==> config.mk <==
export PLATFORM = sky130hd
export DESIGN_NAME = atomic_memory_op_alu_top
export DESIGN_NICKNAME = d
export VERILOG_FILES = /design/src/sv/amo_alu_pkg.sv /design/src/sv/amo_alu_core.sv /design/src/sv/atomic_memory_op_alu_top.sv
export SDC_FILE = /design/constraint.sdc
export NUM_CORES = 1
export LEC_CHECK = 0
export ABC_AREA = 1
export BUFFER_PORTS_ARGS = -buffer_cell sky130_fd_sc_hd__buf_2
export CAP_MARGIN = 20
export CORE_MARGIN = 5
export CORE_UTILIZATION = 42
export CTS_CLUSTER_DIAMETER = 100
export DETAILED_ROUTE_END_ITERATION = 10
export PLACE_DENSITY = 0.64
export SYNTH_ARGS = -nofsm -noshare
export SYNTH_HDL_FRONTEND = slang
export SYNTH_SLANG_ARGS = --single-unit
export TNS_END_PERCENT = 10
==> constraint.sdc <==
create_clock -name aclk -period 21.7 [get_ports aclk]
set_input_delay 4.34 -clock aclk [delete_from_list [all_inputs] [get_ports aclk]]
set_output_delay 4.34 -clock aclk [all_outputs]
set_load 0.005 [all_outputs]
==> src/sv/amo_alu_pkg.sv <==
// types, codes and helper functions shared by the atomic memory operation unit
// no dependencies

package amo_alu_pkg;

    // opcode values
    localparam logic [3:0] OP_CAS  = 4'd0;
    localparam logic [3:0] OP_SWP  = 4'd1;
    localparam logic [3:0] OP_ADD  = 4'd2;
    localparam logic [3:0] OP_CLR  = 4'd3;
    localparam logic [3:0] OP_EOR  = 4'd4;
    localparam logic [3:0] OP_SET  = 4'd5;
    localparam logic [3:0] OP_SMAX = 4'd6;
    localparam logic [3:0] OP_SMIN = 4'd7;
    localparam logic [3:0] OP_UMAX = 4'd8;
    localparam logic [3:0] OP_UMIN = 4'd9;

    // access size codes
    localparam logic [2:0] SZ_1  = 3'd0;
    localparam logic [2:0] SZ_2  = 3'd1;
    localparam logic [2:0] SZ_4  = 3'd2;
    localparam logic [2:0] SZ_8  = 3'd3;
    localparam logic [2:0] SZ_16 = 3'd4;

    // status codes
    localparam logic [1:0] ST_OK          = 2'd0;
    localparam logic [1:0] ST_INVALID     = 2'd1;
    localparam logic [1:0] ST_UNSUPPORTED = 2'd2;

    // one request transaction
    typedef struct packed {
        logic [3:0]  opcode;
        logic [2:0]  size_code;
        logic [63:0] mem_lo;
        logic [63:0] mem_hi;
        logic [63:0] operand_lo;
        logic [63:0] operand_hi;
        logic [63:0] compare_lo;
        logic [63:0] compare_hi;
    } req_t;

    // one result transaction
    typedef struct packed {
        logic [63:0] write_lo;
        logic [63:0] write_hi;
        logic        do_write;
        logic [63:0] prior_lo;
        logic [63:0] prior_hi;
        logic [1:0]  status;
    } rsp_t;

    // byte-lane mask for access sizes below 16 bytes
    function automatic logic [63:0] size_mask(input logic [2:0] sc);
        logic [63:0] m;
        begin
            unique case (sc)
                SZ_1:    m = 64'h0000_0000_0000_00ff;
                SZ_2:    m = 64'h0000_0000_0000_ffff;
                SZ_4:    m = 64'h0000_0000_ffff_ffff;
                default: m = 64'hffff_ffff_ffff_ffff;
            endcase
            return m;
        end
    endfunction

    // sign bit of the access width
    function automatic logic [63:0] sign_bit(input logic [2:0] sc);
        logic [63:0] s;
        begin
            unique case (sc)
                SZ_1:    s = 64'h0000_0000_0000_0080;
                SZ_2:    s = 64'h0000_0000_0000_8000;
                SZ_4:    s = 64'h0000_0000_8000_0000;
                default: s = 64'h8000_0000_0000_0000;
            endcase
            return s;
        end
    endfunction

endpackage

==> src/sv/amo_alu_core.sv <==
// combinational read-modify-write datapath for one atomic transaction
// depends on amo_alu_pkg

module amo_alu_core (
    input  amo_alu_pkg::req_t req,
    output amo_alu_pkg::rsp_t rsp
);

    logic [63:0] mask;
    logic [63:0] sign;
    logic [63:0] o;
    logic [63:0] v;
    logic [63:0] c;
    logic [63:0] os;
    logic [63:0] vs;
    logic [63:0] r;
    logic        wr;

    // operands masked to the access size, signed views with the sign bit flipped
    assign mask = amo_alu_pkg::size_mask(req.size_code);
    assign sign = amo_alu_pkg::sign_bit(req.size_code);
    assign o    = req.mem_lo & mask;
    assign v    = req.operand_lo & mask;
    assign c    = req.compare_lo & mask;
    assign os   = o ^ sign;
    assign vs   = v ^ sign;

    // narrow operation result
    always_comb begin
        r  = '0;
        wr = 1'b1;
        unique case (req.opcode)
            amo_alu_pkg::OP_CAS: begin
                if (o == c) begin
                    r = v;
                end else begin
                    wr = 1'b0;
                end
            end
            amo_alu_pkg::OP_SWP:  r = v;
            amo_alu_pkg::OP_ADD:  r = o + v;
            amo_alu_pkg::OP_CLR:  r = o & ~v;
            amo_alu_pkg::OP_EOR:  r = o ^ v;
            amo_alu_pkg::OP_SET:  r = o | v;
            amo_alu_pkg::OP_SMAX: r = (os > vs) ? o : v;
            amo_alu_pkg::OP_SMIN: r = (os < vs) ? o : v;
            amo_alu_pkg::OP_UMAX: r = (o > v) ? o : v;
            default:              r = (o < v) ? o : v;
        endcase
    end

    // select by size and validity
    always_comb begin
        rsp = '0;
        if (req.opcode > amo_alu_pkg::OP_UMIN || req.size_code > amo_alu_pkg::SZ_16) begin
            rsp.status = amo_alu_pkg::ST_INVALID;
        end else if (req.size_code == amo_alu_pkg::SZ_16) begin
            unique case (req.opcode)
                amo_alu_pkg::OP_CAS: begin
                    rsp.prior_lo = req.mem_lo;
                    rsp.prior_hi = req.mem_hi;
                    if (req.mem_lo == req.compare_lo && req.mem_hi == req.compare_hi) begin
                        rsp.write_lo = req.operand_lo;
                        rsp.write_hi = req.operand_hi;
                        rsp.do_write = 1'b1;
                    end
                end
                amo_alu_pkg::OP_SWP: begin
                    rsp.prior_lo = req.mem_lo;
                    rsp.prior_hi = req.mem_hi;
                    rsp.write_lo = req.operand_lo;
                    rsp.write_hi = req.operand_hi;
                    rsp.do_write = 1'b1;
                end
                amo_alu_pkg::OP_CLR: begin
                    rsp.prior_lo = req.mem_lo;
                    rsp.prior_hi = req.mem_hi;
                    rsp.write_lo = req.mem_lo & ~req.operand_lo;
                    rsp.write_hi = req.mem_hi & ~req.operand_hi;
                    rsp.do_write = 1'b1;
                end
                amo_alu_pkg::OP_SET: begin
                    rsp.prior_lo = req.mem_lo;
                    rsp.prior_hi = req.mem_hi;
                    rsp.write_lo = req.mem_lo | req.operand_lo;
                    rsp.write_hi = req.mem_hi | req.operand_hi;
                    rsp.do_write = 1'b1;
                end
                default: begin
                    rsp.status = amo_alu_pkg::ST_UNSUPPORTED;
                end
            endcase
        end else begin
            rsp.prior_lo = o;
            rsp.write_lo = r & mask;
            rsp.do_write = wr;
        end
    end

endmodule

==> src/sv/atomic_memory_op_alu_top.sv <==
// top level of the atomic memory operation unit: input register, datapath, result register
// depends on amo_alu_pkg and amo_alu_core

// Atomic read-modify-write unit. Each transaction carries the current memory word, an
// operand, a compare value, an opcode and an access size, and returns the value to store,
// a write flag, the old value and a status. The unit takes one transaction per cycle while
// no result waits on m_ready, through two registers, the input register and the result register,
// with the opcode datapath (a 64-bit add or compare and selection) between them. The two
// registers stall independently, so a new transaction is still taken while a finished
// result waits on m_ready as long as the input register is free.

module atomic_memory_op_alu_top (
    input  logic        aclk,
    input  logic        aresetn,
    input  logic        s_valid,
    output logic        s_ready,
    input  logic [3:0]  s_opcode,
    input  logic [2:0]  s_size_code,
    input  logic [63:0] s_mem_lo,
    input  logic [63:0] s_mem_hi,
    input  logic [63:0] s_operand_lo,
    input  logic [63:0] s_operand_hi,
    input  logic [63:0] s_compare_lo,
    input  logic [63:0] s_compare_hi,
    output logic        m_valid,
    input  logic        m_ready,
    output logic [63:0] m_write_lo,
    output logic [63:0] m_write_hi,
    output logic        m_do_write,
    output logic [63:0] m_prior_lo,
    output logic [63:0] m_prior_hi,
    output logic [1:0]  m_status
);

    amo_alu_pkg::req_t req_reg, req_next;
    amo_alu_pkg::rsp_t rsp_reg, rsp_next;
    amo_alu_pkg::rsp_t rsp_comb;
    logic              in_valid_reg, in_valid_next;
    logic              out_valid_reg, out_valid_next;
    logic              out_free;
    logic              in_take;
    logic              out_take;

    // handshake between the two register stages
    assign out_free = !out_valid_reg || m_ready;
    assign s_ready  = !in_valid_reg || out_free;
    assign in_take  = s_valid && s_ready;
    assign out_take = in_valid_reg && out_free;

    // input register next state
    always_comb begin
        req_next      = req_reg;
        in_valid_next = in_valid_reg;
        if (in_take) begin
            req_next.opcode     = s_opcode;
            req_next.size_code  = s_size_code;
            req_next.mem_lo     = s_mem_lo;
            req_next.mem_hi     = s_mem_hi;
            req_next.operand_lo = s_operand_lo;
            req_next.operand_hi = s_operand_hi;
            req_next.compare_lo = s_compare_lo;
            req_next.compare_hi = s_compare_hi;
            in_valid_next       = 1'b1;
        end else if (out_free) begin
            in_valid_next = 1'b0;
        end
    end

    // datapath
    amo_alu_core u_core (
        .req (req_reg),
        .rsp (rsp_comb)
    );

    // result register next state
    always_comb begin
        rsp_next       = rsp_reg;
        out_valid_next = out_valid_reg;
        if (out_take) begin
            rsp_next       = rsp_comb;
            out_valid_next = 1'b1;
        end else if (m_ready) begin
            out_valid_next = 1'b0;
        end
    end

    // control registers
    always_ff @(posedge aclk) begin
        if (!aresetn) begin
            in_valid_reg  <= 1'b0;
            out_valid_reg <= 1'b0;
        end else begin
            in_valid_reg  <= in_valid_next;
            out_valid_reg <= out_valid_next;
        end
    end

    // payload registers
    always_ff @(posedge aclk) begin
        req_reg <= req_next;
        rsp_reg <= rsp_next;
    end

    // result ports
    assign m_valid    = out_valid_reg;
    assign m_write_lo = rsp_reg.write_lo;
    assign m_write_hi = rsp_reg.write_hi;
    assign m_do_write = rsp_reg.do_write;
    assign m_prior_lo = rsp_reg.prior_lo;
    assign m_prior_hi = rsp_reg.prior_hi;
    assign m_status   = rsp_reg.status;

    // an error status never writes and returns no old value
    assert property (@(posedge aclk) disable iff (!aresetn)
        (m_valid && m_status != amo_alu_pkg::ST_OK)
            |-> (!m_do_write && m_prior_lo == 64'd0 && m_prior_hi == 64'd0))
        else $error("error status with write or old value");

    // no write means zero store value
    assert property (@(posedge aclk) disable iff (!aresetn)
        (m_valid && !m_do_write) |-> (m_write_lo == 64'd0 && m_write_hi == 64'd0))
        else $error("store value nonzero without write");

    // an empty input register always takes a transaction
    assert property (@(posedge aclk) disable iff (!aresetn)
        !in_valid_reg |-> s_ready)
        else $error("input stage empty but not ready");

    // a held transaction is not dropped while the result stage stalls
    assert property (@(posedge aclk) disable iff (!aresetn)
        (in_valid_reg && m_valid && !m_ready) |=> (in_valid_reg && m_valid))
        else $error("transaction lost during stall");

endmodule

== Word level (Yosys, flattened, before mapping) ==
Index checks and enable logic that the tools add are counted.

* Word-level logic and storage cells: 89
* Input bits: 395
* Output and inout port bits: 261
* Register bits after elaboration: 652

* Reductions and logical operators: 14
* Multiplexer cells: 20
* Eq/ne operators: 14
* Order comparisons: 6
* Bitwise logic cells: 17
* $add $sub $neg: 1

{| class="wikitable"
|+ Operator list
! cell !! number
|-
| $pmux 257 s4 || 1
|-
| $pmux 64 s9 || 1
|-
| $and 64x64->64 || 7
|-
| $mux 64 || 6
|-
| $pmux 64 s3 || 2
|-
| $eq 64x64->1 || 3
|-
| $not 64->64 || 3
|-
| $or 64x64->64 || 3
|-
| $xor 64x64->64 || 3
|-
| $mux 129 || 1
|-
| $gt 64x64->1 || 2
|-
| $lt 64x64->1 || 2
|-
| $mux 65 || 1
|-
| $add 64x64->64 || 1
|-
| $eq 4x3->1 const B || 4
|-
| $eq 4x2->1 const B || 2
|-
| $mux 1 || 7
|-
| $eq 4x1->1 const B || 1
|-
| $eq 4x4->1 const B || 1
|-
| $gt 4x4->1 const B || 1
|-
| $logic_not 4->1 || 1
|-
| $reduce_bool 2->1 || 2
|-
| $reduce_or 4->1 || 1
|-
| $eq 3x1->1 const B || 1
|-
| 10 further kinds || 15
|}

== Depth between registers and ports, before layout ==
* Word-level depth: 9
* Gate-level depth with buffers: 30
* Depth with buffers taken out: 26

== Cells and area by module ==
From an unflattened synthesis, not the netlist that was laid out.

* Cell total of the unflattened synthesis: 4985
* Area, all modules: 40807.9 um2

{| class="wikitable"
|+ By module, submodules not included
! module !! cells an instance !! area an instance (um2) !! times used !! sequential area each (um2)
|-
| amo_alu_core || 4322 || 21194.1 || 1 || 0.0
|-
| atomic_memory_op_alu_top || 663 || 19613.8 || 1 || 19558.8
|}

== Worst setup path before layout ==
OpenSTA, ideal clock, no wires.

* Path kind: input -> register
* From: input port m_ready
* To: register rsp_reg (netlist bit m_do_write), enable pin
* Arrival: 16.777 ns
* Stages on the path: 2
* Required time: 20.736 ns
* Slack: 3.959 ns
* Buffers on the path: 0
* Setup time: 0.964 ns
* Cells stage by stage: inv_1 -> a21oi_1

* Cells in the longest elaborated chain, start to end: 2

{| class="wikitable"
|+ RTL lines
! element !! RTL line !! text
|-
| start: declaration || atomic_memory_op_alu_top.sv:26 || <nowiki>input logic m_ready,</nowiki>
|-
| $logic_or 1x1->1 || atomic_memory_op_alu_top.sv:45 || <nowiki>assign out_free = !out_valid_reg || m_ready;</nowiki>
|-
| $logic_and 1x1->1 || atomic_memory_op_alu_top.sv:48 || <nowiki>assign out_take = in_valid_reg && out_free;</nowiki>
|-
| named net out_take || atomic_memory_op_alu_top.sv:42 || <nowiki>logic out_take;</nowiki>
|-
| end signal: assignment || atomic_memory_op_alu_top.sv:101 || <nowiki>rsp_reg <= rsp_next;</nowiki>
|-
| end: declaration || atomic_memory_op_alu_top.sv:36 || <nowiki>amo_alu_pkg::rsp_t rsp_reg, rsp_next;</nowiki>
|}

The timed path passes the listed nets, and every way through them passes these cells.
A chain may end at the register's enable or synchronous reset.

== Worst setup path in the final report ==
* From: input port m_ready
* To: output port s_ready

* Cells in the longest elaborated chain, start to end: 2

{| class="wikitable"
|+ RTL lines
! element !! RTL line !! text
|-
| $logic_or 1x1->1 || atomic_memory_op_alu_top.sv:45 ||
|-
| $logic_or 1x1->1 || atomic_memory_op_alu_top.sv:46 || <nowiki>assign s_ready = !in_valid_reg || out_free;</nowiki>
|-
| end: declaration || atomic_memory_op_alu_top.sv:16 || <nowiki>output logic s_ready,</nowiki>
|}

No other way between the ends.

==> reports/metrics.csv <==
stage,metric,value,unit
power,P_leak,0.0209,uW
worst_setup_path,Startpoint Class,input port,
detailed_routing,Starting DRT DRC Count,4213,
cts,clk buf depth,3,
worst_setup_path,critical path peak fanout,3,
cts,clk slew on worst S/H paths,60,ps
power,net load switching power,1030,uW
outcome,status,"complete, no violations",
synth,cells after synthesis,4838,
synth,most common library cells after synthesis,"773 x nand2_1, 684 x inv_1, 650 x edfxtp_1",
finish,max reg flops,391,
sta,Final Skew,37.6,ps
die,Starting Density,42.4,%
power,Peak VDD IR,0.0000758,V
finish,layout net count,5951,
detailed_routing,vias per cell,5.61,
placement,I/O Buffers,655,
sta,Fin. Hold Viols,0,
worst_hold_path,Hold Path Class,register to register,
detailed_routing,DR WL/cell,23.6,um
detailed_routing,TritonRoute pass-1 iters,6,
synth,predominant post-synthesis flop cell,edfxtp_1,
worst_setup_path,CP Data Required Time,17360,ps
sta,setup_tns,0,ps
sta,maximum clock frequency,109,MHz
die,die height,320,um
sta,post-layout minimum cycle time,9170,ps
die,floorplan core area,95200,sq um
power,Clk pwr share,37.4,%
sta,Max-slew headroom,22.1,%
cts,H-tree depth,3,
worst_setup_path,Worst setup EP type,output pin,
global_routing,vias in the first global route,36804,
cts,# clock sinks,652,
cts,"Clk Latency, worst-skew pair",660,ps
detailed_routing,drt drc,0,
worst_setup_path,Setup crit start,m_ready,
die,placement row count,113,
detailed_routing,via count of the routed design,37746,
global_routing,Total GRT Usage,29.7,%
power,Flop pwr share,43.7,%
synth,register area share after synthesis,48.5,%
die,# IOs,656,
synth,most frequent cell after synthesis,nand2_1,
sta,fin. max-slew vios,0,
cts,Root Driver,clkbuf_16,
job,# Max-Cap Violations,0,
detailed_routing,final WL,159,mm
synth,Synth top area share,48.4,%
cts,Post-CTS Resized,0,
synth,syn_nets,5394,
finish,Post-Layout Cell Count,6732,
finish,Layout fillers,9084,
worst_setup_path,Setup Crit Path Kind,input port to output pin,
global_routing,largest net degree at the start of global routing,142,
synth,synth top area cells,"edfxtp_1 48%, nand2_1 7.2%, inv_1 6.4%, nor2_1 5.9%, o21ai_0 5.3%",
worst_setup_path,CP arrival,4830,ps
global_routing,global-route wire length before repair,232,mm
detailed_routing,DRT antenna net count,0,
power,part of the power in combinational logic,18.9,%
power,PwrDens,72.3,nW/um^2
cts,TritonCTS clock tree,yes,
power,P_int,2390,uW
placement,Cells after DPL,6583,
synth,Mapped Area,40400,sq um
global_routing,initial antenna violation count,27,
worst_hold_path,hold_sp,m_valid,
synth,"EDFF count, synth",650,
synth,synth unique cells,51,
synth,cell taking the most area after synthesis,edfxtp_1,
placement,Placer Congestion,0.993,
sta,final setup fails,0,
synth,share of synthesized flip-flops with an asynchronous set or reset,0,%
sta,unrepaired setup endpoints after global routing,no,
synth,"Avg Cell Area, Syn",8.34,sq um
synth,Yosys reg bits,652,
synth,total of warnings raised by yosys,0,
cts,postcts setup bufs,0,
power,switch share,30.2,%
die,Die ar.,102000,sq um
cts,hold buffer count at cts,0,
sta,Slew @ Worst Pin,1170,ps
worst_setup_path,reg2reg start,req_reg[385],
sta,final worst path period share,42.3,%
global_routing,GRT overflow,0,
finish,Synth-to-Final Area Change,17.2,%
placement,DPL Wire Length,113,mm
finish,share of layout cells above drive strength 1,16.5,%
die,Die Wd,320,um
cts,number of buffers created by CTS,75,
[layout by cell type, fill, tap and decap left out, types with 14 or more instances in the layout]
master     instances
nand3_1          270
clkbuf_16         75
buf_4             46
clkinv_2          15
edfxtp_1         650
xor2_1            42
inv_1            683
nand4_1           82
a211oi_1          17
or2_2             31
nor4_1            16
xnor2_1           71
ha_1             160
a21oi_1          322
o21ai_1           31
nor2_1           628
nand2_1          769
o21bai_1          31
o211ai_1          73
clkinv_1          16
buf_2            655
o21ai_0          430
clkbuf_1          14
a221oi_1          18
o221ai_1          64
nor3_1            94
[logic make-up (layout without fill, tap and decap cells)]
logic type      Yosys count  count (layout)  share of synthesized area, %
other cells               0              13                             0
compound gates         1055            1055                          15.0
flops                   652             652                          48.5
xor+xnor                113             113                          2.45
buf+inv                 920            1536                          8.74
fa+ha+maj               161             161                          5.01
simple gates           1937            1937                          20.4
[area by class of cell]
cell class / instances / area (sq um) / area share, %
flip-flops and latches: 652 / 19600 / 41.3
multi-input cells: 3266 / 17400 / 36.8
repair buffers: 702 / 3640 / 7.70
inverters: 698 / 2640 / 5.57
clock buffers: 93 / 1980 / 4.19
well taps: 1265 / 1580 / 3.34
clock inverters: 43 / 492 / 1.04
diodes: 13 / 32.5 / 0.0687
[per-stage QoR]
step / cell area (sq um) / hold WS [ps] / setup WS, ps / util, % / power (uW)
2_1_floorplan: 40400 / 447 / 3960 / - / 1940
3_3_place_gp: 44800 / 517 / 12520 / 47.1 / 2150
3_5_place_dp: 44800 / 523 / 12530 / 47.1 / 2160
4_1_cts: 47300 / 536 / 12530 / 49.7 / 3430
5_1_grt: 47300 / 558 / 12480 / 49.7 / 3570
6_report: 47300 / 533 / 12530 / 49.7 / 3420
[power by group through the flow]
stage | clock network, uW | registers (uW) | logic (uW)
after CTS | 1300 | 1500 | 637
after global placement | 0 | 1520 | 627
after floorplan | 0 | 1540 | 398
final | 1280 | 1500 | 648
after global routing | 1360 | 1500 | 707
after detailed placement | 0 | 1520 | 634
[worst paths after layout]
kind / cells past startpoint / slack (ps) / to
max reg2reg: 20 / 14650 / m_write_lo[35]
min: 2 / 530 / m_valid
max: 4 / 12530 / s_ready
min reg2reg: 2 / 530 / m_valid
[routing by layer]
| layer | track usage (%) | routed length, um |
|---|---|---|
| met3 | 6.01 | 14500 |
| met5 | 0 | 85 |
| met4 | 13.8 | 8560 |
| met2 | 50.6 | 76200 |
| met1 | 36.2 | 59200 |
[worst max-delay path: stages]
cell and delay (ps):
buf_2 90, inv_1 110, nand3_1 130, buf_2 150
Power figures use the tool's default switching activity.
